===== src/design/swa_pkg.sv =====
// Shared types and constants for the sliding window average unit.
`timescale 1ns / 1ps
`default_nettype none

package swa_pkg;

  // Default store depth and sample width
  localparam int unsigned WINDOW_MAX_DEF  = 64;
  localparam int unsigned SAMPLE_BITS_DEF = 16;

  // Window length register and kept count width
  localparam int unsigned LEN_W = 7;
  localparam logic [LEN_W-1:0] WIN_RESET = 7'd16;

  // Controller states
  typedef enum logic [1:0] {
    ST_IDLE,
    ST_SUM,
    ST_DIV,
    ST_DONE
  } state_e;

  // Controller to datapath commands
  typedef struct packed {
    logic accept;
    logic sum_step;
    logic div_start;
    logic div_step;
    logic load_out;
  } cmd_t;

  // Datapath to controller status
  typedef struct packed {
    logic sum_done;
    logic div_done;
    logic out_free;
  } status_t;

endpackage

`default_nettype wire


===== src/design/swa_ram.sv =====
// Generic single write port RAM with one registered read port.
`timescale 1ns / 1ps
`default_nettype none

module swa_ram #(
  parameter int unsigned WIDTH = 16,
  parameter int unsigned DEPTH = 64
) (
  input  wire logic                     clk_i,
  input  wire logic                     we_i,
  input  wire logic [$clog2(DEPTH)-1:0] waddr_i,
  input  wire logic [WIDTH-1:0]         wdata_i,
  input  wire logic                     re_i,
  input  wire logic [$clog2(DEPTH)-1:0] raddr_i,
  output logic      [WIDTH-1:0]         rdata_o
);

  logic [WIDTH-1:0] mem_q [DEPTH];

  // Write one entry
  always_ff @(posedge clk_i) begin
    if (we_i) begin
      mem_q[waddr_i] <= wdata_i;
    end
  end

  // Register the read data
  always_ff @(posedge clk_i) begin
    if (re_i) begin
      rdata_o <= mem_q[raddr_i];
    end
  end

endmodule

`default_nettype wire


===== src/design/swa_ctrl.sv =====
// Controller state machine for the sliding window average unit.
`timescale 1ns / 1ps
`default_nettype none

module swa_ctrl (
  input  wire logic            clk_i,
  input  wire logic            rst_ni,
  input  wire logic            in_valid_i,
  output logic                 in_ready_o,
  input  wire swa_pkg::status_t status_i,
  output swa_pkg::cmd_t        cmd_o
);

  swa_pkg::state_e state_q, state_d;

  // Hold the state
  always_ff @(posedge clk_i or negedge rst_ni) begin
    if (!rst_ni) begin
      state_q <= swa_pkg::ST_IDLE;
    end else begin
      state_q <= state_d;
    end
  end

  // Pick the next state and drive the commands
  always_comb begin
    state_d    = state_q;
    cmd_o      = '0;
    in_ready_o = 1'b0;
    unique case (state_q)
      swa_pkg::ST_IDLE: begin
        in_ready_o = 1'b1;
        if (in_valid_i) begin
          cmd_o.accept = 1'b1;
          state_d      = swa_pkg::ST_SUM;
        end
      end
      swa_pkg::ST_SUM: begin
        cmd_o.sum_step = 1'b1;
        if (status_i.sum_done) begin
          cmd_o.div_start = 1'b1;
          state_d         = swa_pkg::ST_DIV;
        end
      end
      swa_pkg::ST_DIV: begin
        cmd_o.div_step = 1'b1;
        if (status_i.div_done) begin
          state_d = swa_pkg::ST_DONE;
        end
      end
      swa_pkg::ST_DONE: begin
        if (status_i.out_free) begin
          cmd_o.load_out = 1'b1;
          state_d        = swa_pkg::ST_IDLE;
        end
      end
      default: begin
        state_d = swa_pkg::ST_IDLE;
      end
    endcase
  end

endmodule

`default_nettype wire


===== src/design/swa_dp.sv =====
// Datapath: sample store, window count, summing loop, serial divider, output register.
`timescale 1ns / 1ps
`default_nettype none

module swa_dp #(
  parameter int unsigned WINDOW_MAX  = swa_pkg::WINDOW_MAX_DEF,
  parameter int unsigned SAMPLE_BITS = swa_pkg::SAMPLE_BITS_DEF
) (
  input  wire logic                            clk_i,
  input  wire logic                            rst_ni,
  input  wire logic                            cfg_we_i,
  input  wire logic [swa_pkg::LEN_W-1:0]       cfg_data_i,
  input  wire logic signed [SAMPLE_BITS-1:0]   sample_i,
  input  wire logic                            out_ready_i,
  output logic                                 out_valid_o,
  output logic signed [SAMPLE_BITS-1:0]        average_o,
  output logic [swa_pkg::LEN_W-1:0]            kept_count_o,
  output logic                                 valid_res_o,
  input  wire swa_pkg::cmd_t                   cmd_i,
  output swa_pkg::status_t                     status_o
);

  localparam int unsigned LW    = swa_pkg::LEN_W;
  localparam int unsigned AW    = $clog2(WINDOW_MAX);
  localparam int unsigned SUM_W = SAMPLE_BITS + LW;
  localparam int unsigned CW    = $clog2(SUM_W + 1);
  localparam int unsigned LEN_MAX = (1 << LW) - 1;
  localparam int unsigned WIN_CAP = (WINDOW_MAX < LEN_MAX) ? WINDOW_MAX : LEN_MAX;
  localparam logic [LW-1:0] WinCap   = LW'(WIN_CAP);
  localparam logic [AW-1:0] LastSlot = AW'(WINDOW_MAX - 1);
  localparam logic [CW-1:0] DivSteps = CW'(SUM_W);

  logic [LW-1:0]            win_len_q;
  logic [AW-1:0]            newest_q;
  logic [LW-1:0]            stored_q;
  logic [AW-1:0]            rd_ptr_q;
  logic [LW-1:0]            rem_cnt_q;
  logic                     rd_pend_q;
  logic signed [SUM_W-1:0]  sum_q;
  logic                     neg_q;
  logic [SUM_W-1:0]         quo_q;
  logic [LW-1:0]            rmd_q;
  logic [CW-1:0]            div_cnt_q;
  logic                     out_valid_q;
  logic signed [SAMPLE_BITS-1:0] avg_q;
  logic [LW-1:0]            kept_q;

  logic [LW-1:0]            win_cap;
  logic [AW-1:0]            slot_next;
  logic [AW-1:0]            ptr_prev;
  logic [LW:0]              cnt_inc;
  logic [LW-1:0]            cnt_new;
  logic                     rd_issue;
  logic [SAMPLE_BITS-1:0]   rd_data;
  logic [SUM_W-1:0]         sum_mag;
  logic [LW:0]              rmd_sh;
  logic [LW:0]              rmd_sub;
  logic                     quo_bit;
  logic [SAMPLE_BITS-1:0]   quo_low;
  logic signed [SAMPLE_BITS-1:0] avg_val;

  // Saturate the window and advance slot pointers
  always_comb begin
    win_cap   = (win_len_q > WinCap) ? WinCap : win_len_q;
    slot_next = (newest_q == LastSlot) ? '0 : newest_q + AW'(1);
    ptr_prev  = (rd_ptr_q == '0) ? LastSlot : rd_ptr_q - AW'(1);
    cnt_inc   = {1'b0, stored_q} + (LW+1)'(1);
    cnt_new   = (cnt_inc > {1'b0, win_cap}) ? win_cap : cnt_inc[LW-1:0];
    rd_issue  = cmd_i.sum_step && (rem_cnt_q != '0);
  end

  swa_ram #(
    .WIDTH (SAMPLE_BITS),
    .DEPTH (WINDOW_MAX)
  ) u_store (
    .clk_i   (clk_i),
    .we_i    (cmd_i.accept),
    .waddr_i (slot_next),
    .wdata_i (sample_i),
    .re_i    (rd_issue),
    .raddr_i (rd_ptr_q),
    .rdata_o (rd_data)
  );

  // Window length register
  always_ff @(posedge clk_i or negedge rst_ni) begin
    if (!rst_ni) begin
      win_len_q <= swa_pkg::WIN_RESET;
    end else if (cfg_we_i) begin
      win_len_q <= cfg_data_i;
    end
  end

  // Newest slot and kept count
  always_ff @(posedge clk_i or negedge rst_ni) begin
    if (!rst_ni) begin
      newest_q <= '0;
      stored_q <= '0;
    end else if (cmd_i.accept) begin
      newest_q <= slot_next;
      stored_q <= cnt_new;
    end
  end

  // Walk back from the newest slot, one read per cycle
  always_ff @(posedge clk_i or negedge rst_ni) begin
    if (!rst_ni) begin
      rem_cnt_q <= '0;
      rd_pend_q <= 1'b0;
    end else begin
      rd_pend_q <= rd_issue;
      if (cmd_i.accept) begin
        rem_cnt_q <= cnt_new;
      end else if (rd_issue) begin
        rem_cnt_q <= rem_cnt_q - LW'(1);
      end
    end
  end

  always_ff @(posedge clk_i) begin
    if (cmd_i.accept) begin
      rd_ptr_q <= slot_next;
    end else if (rd_issue) begin
      rd_ptr_q <= ptr_prev;
    end
  end

  // Accumulate returned samples
  always_ff @(posedge clk_i) begin
    if (cmd_i.accept) begin
      sum_q <= '0;
    end else if (rd_pend_q) begin
      sum_q <= sum_q + SUM_W'($signed(rd_data));
    end
  end

  // Restoring divide of the sum magnitude by the kept count
  always_comb begin
    sum_mag = sum_q[SUM_W-1] ? SUM_W'(-sum_q) : SUM_W'(sum_q);
    rmd_sh  = {rmd_q, quo_q[SUM_W-1]};
    rmd_sub = rmd_sh - {1'b0, stored_q};
    quo_bit = (rmd_sh >= {1'b0, stored_q});
  end

  always_ff @(posedge clk_i or negedge rst_ni) begin
    if (!rst_ni) begin
      div_cnt_q <= '0;
    end else if (cmd_i.div_start) begin
      div_cnt_q <= DivSteps;
    end else if (cmd_i.div_step && (div_cnt_q != '0)) begin
      div_cnt_q <= div_cnt_q - CW'(1);
    end
  end

  always_ff @(posedge clk_i) begin
    if (cmd_i.div_start) begin
      neg_q <= sum_q[SUM_W-1];
      quo_q <= sum_mag;
      rmd_q <= '0;
    end else if (cmd_i.div_step && (div_cnt_q != '0)) begin
      quo_q <= {quo_q[SUM_W-2:0], quo_bit};
      rmd_q <= quo_bit ? rmd_sub[LW-1:0] : rmd_sh[LW-1:0];
    end
  end

  // Apply the sign; an empty window averages to zero
  always_comb begin
    quo_low = quo_q[SAMPLE_BITS-1:0];
    if (stored_q == '0) begin
      avg_val = '0;
    end else if (neg_q) begin
      avg_val = $signed(-quo_low);
    end else begin
      avg_val = $signed(quo_low);
    end
  end

  // Output register
  always_ff @(posedge clk_i or negedge rst_ni) begin
    if (!rst_ni) begin
      out_valid_q <= 1'b0;
    end else if (cmd_i.load_out) begin
      out_valid_q <= 1'b1;
    end else if (out_ready_i) begin
      out_valid_q <= 1'b0;
    end
  end

  always_ff @(posedge clk_i) begin
    if (cmd_i.load_out) begin
      avg_q  <= avg_val;
      kept_q <= stored_q;
    end
  end

  assign status_o.sum_done = (rem_cnt_q == '0) && !rd_pend_q;
  assign status_o.div_done = (div_cnt_q == '0);
  assign status_o.out_free = !out_valid_q || out_ready_i;

  assign out_valid_o  = out_valid_q;
  assign average_o    = avg_q;
  assign kept_count_o = kept_q;
  assign valid_res_o  = (kept_q != '0);

endmodule

`default_nettype wire


===== src/design/sliding_window_average_unit.sv =====
// Top level of the sliding window average unit (moving average filter).
// Each accepted word is a signed Q8.8 sample that goes into a ring store of
// WINDOW_MAX entries; the result word gives the mean of the newest kept
// samples (truncated toward zero), the kept count and a flag that is set when
// at least one sample is kept. The window length register resets to 16 and
// saturates at WINDOW_MAX; a window of zero yields count 0, flag 0, mean 0.
// A new word is taken only once the last is through: the sum walks the store
// through its single read port, one entry per cycle, and a restoring divider
// then makes one quotient bit per cycle. A finished result waits in the
// output register while the next word is accepted. No clearing pass follows
// reset.
`timescale 1ns / 1ps
`default_nettype none

module sliding_window_average_unit #(
  parameter int unsigned WINDOW_MAX  = swa_pkg::WINDOW_MAX_DEF,
  parameter int unsigned SAMPLE_BITS = swa_pkg::SAMPLE_BITS_DEF
) (
  input  wire logic                          clk_i,
  input  wire logic                          rst_ni,
  input  wire logic                          cfg_we_i,
  input  wire logic [swa_pkg::LEN_W-1:0]     cfg_data_i,
  input  wire logic                          in_valid_i,
  output logic                               in_ready_o,
  input  wire logic signed [SAMPLE_BITS-1:0] sample_i,
  output logic                               out_valid_o,
  input  wire logic                          out_ready_i,
  output logic signed [SAMPLE_BITS-1:0]      average_o,
  output logic [swa_pkg::LEN_W-1:0]          kept_count_o,
  output logic                               valid_res_o
);

  swa_pkg::cmd_t    cmd;
  swa_pkg::status_t status;

  swa_ctrl u_ctrl (
    .clk_i      (clk_i),
    .rst_ni     (rst_ni),
    .in_valid_i (in_valid_i),
    .in_ready_o (in_ready_o),
    .status_i   (status),
    .cmd_o      (cmd)
  );

  swa_dp #(
    .WINDOW_MAX  (WINDOW_MAX),
    .SAMPLE_BITS (SAMPLE_BITS)
  ) u_dp (
    .clk_i        (clk_i),
    .rst_ni       (rst_ni),
    .cfg_we_i     (cfg_we_i),
    .cfg_data_i   (cfg_data_i),
    .sample_i     (sample_i),
    .out_ready_i  (out_ready_i),
    .out_valid_o  (out_valid_o),
    .average_o    (average_o),
    .kept_count_o (kept_count_o),
    .valid_res_o  (valid_res_o),
    .cmd_i        (cmd),
    .status_o     (status)
  );

endmodule

`default_nettype wire


===== config.mk =====
export PLATFORM = sky130hd
export DESIGN_NAME = sliding_window_average_unit
export DESIGN_NICKNAME = d
export VERILOG_FILES = /design/src/design/swa_pkg.sv /design/src/design/swa_ram.sv /design/src/design/swa_ctrl.sv /design/src/design/swa_dp.sv /design/src/design/sliding_window_average_unit.sv
export SDC_FILE = /design/constraint.sdc
export NUM_CORES = 1
export LEC_CHECK = 0
export ABC_AREA = 0
export BUFFER_PORTS_ARGS = -buffer_cell sky130_fd_sc_hd__clkbuf_2
export CORE_ASPECT_RATIO = 1.2
export CORE_MARGIN = 5
export CORE_UTILIZATION = 55
export CTS_CLUSTER_SIZE = 8
export DETAILED_ROUTE_END_ITERATION = 12
export HOLD_SLACK_MARGIN = 0.06
export PLACE_DENSITY = 0.71
export SLEW_MARGIN = 20
export SYNTH_ARGS = -nofsm -noshare
export SYNTH_HDL_FRONTEND = slang
export SYNTH_SLANG_ARGS = --single-unit

===== constraint.sdc =====
create_clock -name clk_i -period 4.1 [get_ports clk_i]
set_clock_uncertainty 0.15 [all_clocks]
set_input_delay 0.41 -clock clk_i [delete_from_list [all_inputs] [get_ports clk_i]]
set_output_delay 0.41 -clock clk_i [all_outputs]
set_load 0.02 [all_outputs]

-- Yosys cells after proc, flatten, opt, wreduce, memory -nomap -nowiden
Memories as Yosys holds them, arrays and structs flattened. A register that Yosys moved wholly into a read port is not among the register bits.
Cells that the tools add are included.
- register bits: 119
- bits in latches: 0
- RAM bits: 1024
- ROM bits: 0
- input port bits: 28
- output and inout port bits: 26
- word-level logic and storage cells: 86
- memories kept: 1
- $add $sub $neg: 9
- multipliers: 0
- divide/modulo/power cells: 0
- order comparisons: 3
- equal/unequal tests: 8
- shifts and indexed selects: 0
- multiplexer cells: 32
- bitwise gates (word level): 0
- reduce and logical (&&, ||, !) cells: 18
- memory list (name ; words ; bits a word ; read ports ; clocked after Yosys merged registers in ; wr ports ; RTL line ; text):
    u_dp.u_store.mem_q ; 64 ; 16 ; 1 ; 1 ; 1 ; swa_ram.sv:18 ; logic [WIDTH-1:0] mem_q [DEPTH];
- operator list (cell ; count):
    $mux 23 ; 3
    $mux 7 ; 5
    $mux 6 ; 4
    $add 23x16->23 ; 1
    $neg 23->23 ; 1
    $mux 16 ; 1
    $neg 16->16 ; 1
    $logic_not 7->1 ; 2
    $reduce_bool 7->1 ; 2
    $mux 1 ; 11
    $mux 2 ; 5
    $mux 5 ; 2
    $add 7x1->8 const B ; 1
    $ge 8x7->1 ; 1
    $gt 8x7->1 ; 1
    $ne 2x2->1 const B ; 4
    $pmux 2 s4 ; 1
    $gt 7x7->1 const B ; 1
    $sub 7x1->7 const B ; 1
    $sub 7x7->7 ; 1
    $add 6x1->6 const B ; 1
    $eq 6x6->1 const B ; 1
    $logic_not 6->1 ; 1
    $reduce_bool 2->1 ; 3
    11 further kinds ; 15

-- Depth between registers and ports, before layout
- word-level depth: 7
- gate-level depth with buffers: 14
- depth with buffers taken out: 12

-- Modules after synthesis
A second synthesis with hierarchy kept.
- cell total of the unflattened synthesis: 2612
- area, all modules: 47720.8 um^2
- by module, submodules not included (module ; instances ; cells an instance ; area an instance (um^2) ; seq. area each (um^2)):
    swa_ram ; 1 ; 1829 ; 40202.3 ; 31230.0
    swa_dp ; 1 ; 764 ; 7304.5 ; 3044.2
    swa_ctrl ; 1 ; 19 ; 214.0 ; 50.0

-- Worst setup path after synthesis
Ideal clock, no wire load.
- path kind: reg2reg
- from: register u_dp.newest_q[0]
- to: memory u_dp.u_store.mem_q[0][0] (enable)
- library setup time: 0.388 ns
- data arrival time: 2.415 ns
- data required time: 3.562 ns
- path slack: 1.147 ns
- cell stages (with the launch flop): 8
- buffers on the path: 1
- cell sequence: dfrtp_1 > ha_1 > and2_1 > clkbuf_1 > or4_1 > nand2_1 > a21oi_1 > nor2_1
- cells in the longest elaborated chain, start to end: 2
- elaborated cells on any way between the ends: 3
- ends and longest elaborated chain (what ; RTL line ; text):
    start, declared ; swa_dp.sv:34 ; logic [AW-1:0] newest_q;
    start signal, assigned ; swa_dp.sv:100 ; newest_q <= slot_next;
    $add 6x1->6 / $eq 6x6->1 (equally long branches) ; swa_dp.sv:65 ; slot_next = (newest_q == LastSlot) ? '0 : newest_q + AW'(1);
    $mux 6 * ; swa_dp.sv:65 ;
    end, declared ; swa_ram.sv:18 ;
Every way passes the cells marked *; elsewhere a longest branch is shown, timed or not.

-- Worst setup path after layout
- from: register u_dp.stored_q[2]
- to: register u_dp.stored_q[1]
- cells in the longest elaborated chain, start to end: 3
- ends and longest elaborated chain (what ; RTL line ; text):
    start, declared ; swa_dp.sv:35 ; logic [LW-1:0] stored_q;
    start signal, assigned ; swa_dp.sv:101 ; stored_q <= cnt_new;
    $add 7x1->8 ; swa_dp.sv:67 ; cnt_inc = {1'b0, stored_q} + (LW+1)'(1);
    $gt 8x7->1 ; swa_dp.sv:68 ; cnt_new = (cnt_inc > {1'b0, win_cap}) ? win_cap : cnt_inc[LW-1:0];
    $mux 7 ; swa_dp.sv:68 ;
No other way between the ends.
A chain may end at the register's enable or synchronous reset.

==> impl_metrics.py <==
metrics = {
    "die": {
        "dieArea_um2": 91800,
        "fp.dieW_um": 277,
        "fp-row-count": 117,
        "core-area_um2": 85100,
        "die_h_um": 331,
        "io_pins": 54,
        "start_util_pct": 55.5,
    },
    "critical_path": {
        "path_buf_inv": 2,
        "crit_arrival_ps": 3990,
        "cp-end-kind": "register",
        "criticalPathCategory": "reg2reg",
        "critPathRequiredTime_ps": 4610,
        "crit_family": "compound AO/OA/AOI/OAI gates",
        "critPathMaxFanout": 9,
        "path_cells": "nand3_1, nor2_1, xnor2_1, inv_1, ha_1, a21o_1, a221oi_1, a21oi_1, a31oi_1, buf_4, mux2_2, a21oi_1",
        "startpoint_type": "register",
        "cpPeakStageDelay_ps": 510,
        "crit_top_cell": "a21oi_1",
        "cp_slowest_cell": "dfrtp_1",
    },
    "synthesis": {
        "yosys.cell_types.count": 69,
        "avgSynthCellArea_um2": 19.5,
        "async_flop_share_pct": 3.11,
        "synthTopCellsByCount": "edfxtp_1, mux4_2, nor2_1, nand2_1, o21ai_0",
        "ys_seq_area_share_pct": 72.7,
        "synth-seq-cells": 1159,
        "yosysTopAreaCellShare_pct": 69.5,
        "yosysWarnings": 0,
        "synth_area_um2": 47200,
        "syn_inst": 2421,
        "synth_nets": 2501,
        "ys.flop_type": "edfxtp_1",
        "yosysMostFrequentCell": "edfxtp_1",
        "yosysTopAreaCell": "edfxtp_1",
        "synth_edf_count": 1093,
        "synth_area_leaders": "edfxtp_1, mux4_2, dfrtp_1, ha_1, dfxtp_1",
    },
    "clock_tree": {
        "cts_made_buffers": 162,
        "cts_tree": "yes",
        "cts_buffer_depth": 3,
        "clkTransAtPathRegs_ps": 60,
        "cts.sinks": 1159,
        "htree_levels": 4,
        "clockRootBuffer": "clkbuf_16",
        "clkLatencyLatePin_ps": 740,
        "post_cts_buffers": 0,
    },
    "layout": {
        "antenna_cells": 0,
        "area_growth_pct": 14.4,
        "fin_nets": 2735,
        "drive_gt1_share_pct": 25.5,
    },
    "global_route": {
        "grt_pass1_vias": 25200,
        "grt_max_degree": 83,
        "grt_antenna_before_repair": 0,
        "grt_pass1_wl_mm": 164,
        "grt_usage_pct": 24.1,
        "grt_overflow": 0,
    },
    "power_and_ir_drop": {
        "power_frac_seq_pct": 51.5,
        "power.share.clock_pct": 47.4,
        "cellLeakagePower_uw": 0.0177,
        "p_int_uw": 20200,
        "p_comb_share_pct": 1.1,
        "p_sw_share_pct": 19.8,
        "p_switching_uw": 4970,
        "peakVddDrop_uv": 339,
        "power-per-cell-area_nw_per_um2": 466,
        "p_total_uw": 25200,
    },
    "routing": {
        "drtIter0Drc": 2904,
        "first_pass_iters": 5,
        "vias": 24400,
        "ant_nets": 0,
        "drc": 0,
        "wl_per_cell_um": 28.5,
        "via_per_inst": 6.34,
        "wl_mm": 110,
    },
    "timing": {
        "maxSlewViolCount": 0,
        "fmax_mhz": 287,
        "setup_violations": 0,
        "rsz0062_at_grt": "no",
        "min_period_ps": 3490,
        "hold_viol_final": 0,
        "tns_ps": 0,
        "fin_crit_sh_pct": 85.1,
        "slew_headroom_pct": 36.1,
        "worstMarginPinSlew_ps": 949,
    },
    "min_path": {
        "min_path_type": "in2async",
    },
    "job": {
        "maxCapViolCount": 0,
    },
    "placement": {
        "portBuffers": 53,
        "hpwl_mm": 63.2,
        "place_congestion": 0.871,
    },
    "outcome": {
        "status": "finished clean",
    },
}
per-stage QoR:
step / hold WS, ps / area [um2] / util, % / setup slack [ps] / std cells
finish: 62.0 / 54000 / 63.5 / 613 / 3852
global route: 95.4 / 54000 / 63.5 / 439 / 3852
CTS: 67.4 / 54000 / 63.5 / 686 / 3852
detailed placement: 300 / 49300 / 58.0 / 708 / 3602
global placement: 292 / 49300 / 58.0 / 732 / 3602
floorplan: -35.6 / 47200 / - / 1150 / 2421
registers in the layout (all words and copies together), names as in the netlist, 2 cells and up:
signal and cells:
u_dp.win_len_q 7, u_dp.average_o 16, u_dp.sum_q 23, u_dp.rmd_q 7, u_ctrl.state_q 2, u_dp.stored_q 7, u_dp.rem_cnt_q 7, u_dp.kept_count_o 7
u_dp.newest_q 6, u_dp.div_cnt_q 5, u_dp.u_store.mem_q 1024, u_dp.rd_ptr_q 6, u_dp.u_store.rdata_o 16, u_dp.quo_q 23
worst paths after layout:
check | from | to | slack (ps) | cells past startpoint
setup / recovery | u_dp.stored_q[2] | u_dp.stored_q[1] | 610 | 12
hold / removal | rst_ni | u_dp.stored_q[2] | 60 | 2
setup reg to reg | u_dp.stored_q[2] | u_dp.stored_q[1] | 610 | 12
hold reg to reg | u_dp.rmd_q[6] | u_dp.rmd_q[6] | 320 | 2
max in group asynchronous | rst_ni | u_dp.newest_q[4] | 3350 | 2
min in group clk_i | sample_i[7] | u_dp.u_store.mem_q[30][7] | 100 | 1
area by class of cell:
class | instances | area [um2]
Clock buffer | 216 | 4260
Clock inverter | 15 | 243
Fill cell | 5588 | 31000
Inverter | 36 | 135
Multi-Input combinational cell | 1107 | 12200
Sequential cell | 1159 | 34300
Tap cell | 1130 | 1410
Timing Repair Buffer | 189 | 1460
routing by layer:
layer  share of wire (%)  track usage [%]  vias to the layer above
li1                    -                -                    10300
met1                  38             32.7                    12700
met2                  51             40.9                     1229
met3                 8.0             4.34                      166
met4                 2.5             7.50                        0
met5                   0                0                        -
power groups by stage:
stage               clock, uW  combinational, uW  sequential, uW
floorplan                   0               41.6           13200
global placement            0                231           13200
detailed placement          0                249           13200
CTS                     12100                268           13000
global route            12700                292           12900
finish                  11900                271           13000
cells in the final DEF, fill, tap and decap left out, types with 51 or more instances in the layout:
cell / n
clkbuf_16: 162
buf_4: 109
clkbuf_2: 51
mux4_2: 320
o21ai_0: 62
edfxtp_1: 1093
nand2_1: 116
a21oi_1: 57
clkbuf_1: 54
nor2_1: 150
what timing repair did:
item	in CTS	in global routing
hold buffers	19	0
gates resized for setup	0	0
hold endpoints to repair	67	0
setup endpoints to repair	0	0
cell families (layout without fill, tap and decap cells):
group / count (synthesis) / count (layout) / share of synthesized area, %
adders and majority gates: 52 / 52 / 1.41
AOI/OAI and AO/OA: 225 / 225 / 3.02
DFF: 1159 / 1159 / 72.7
muxes: 359 / 359 / 16.1
buffers and inverters: 155 / 456 / 1.53
and+or+nand+nor: 395 / 395 / 3.81
xor gates and xnor gates: 76 / 76 / 1.41
No activity file was read; power rests on OpenSTA's default activity.
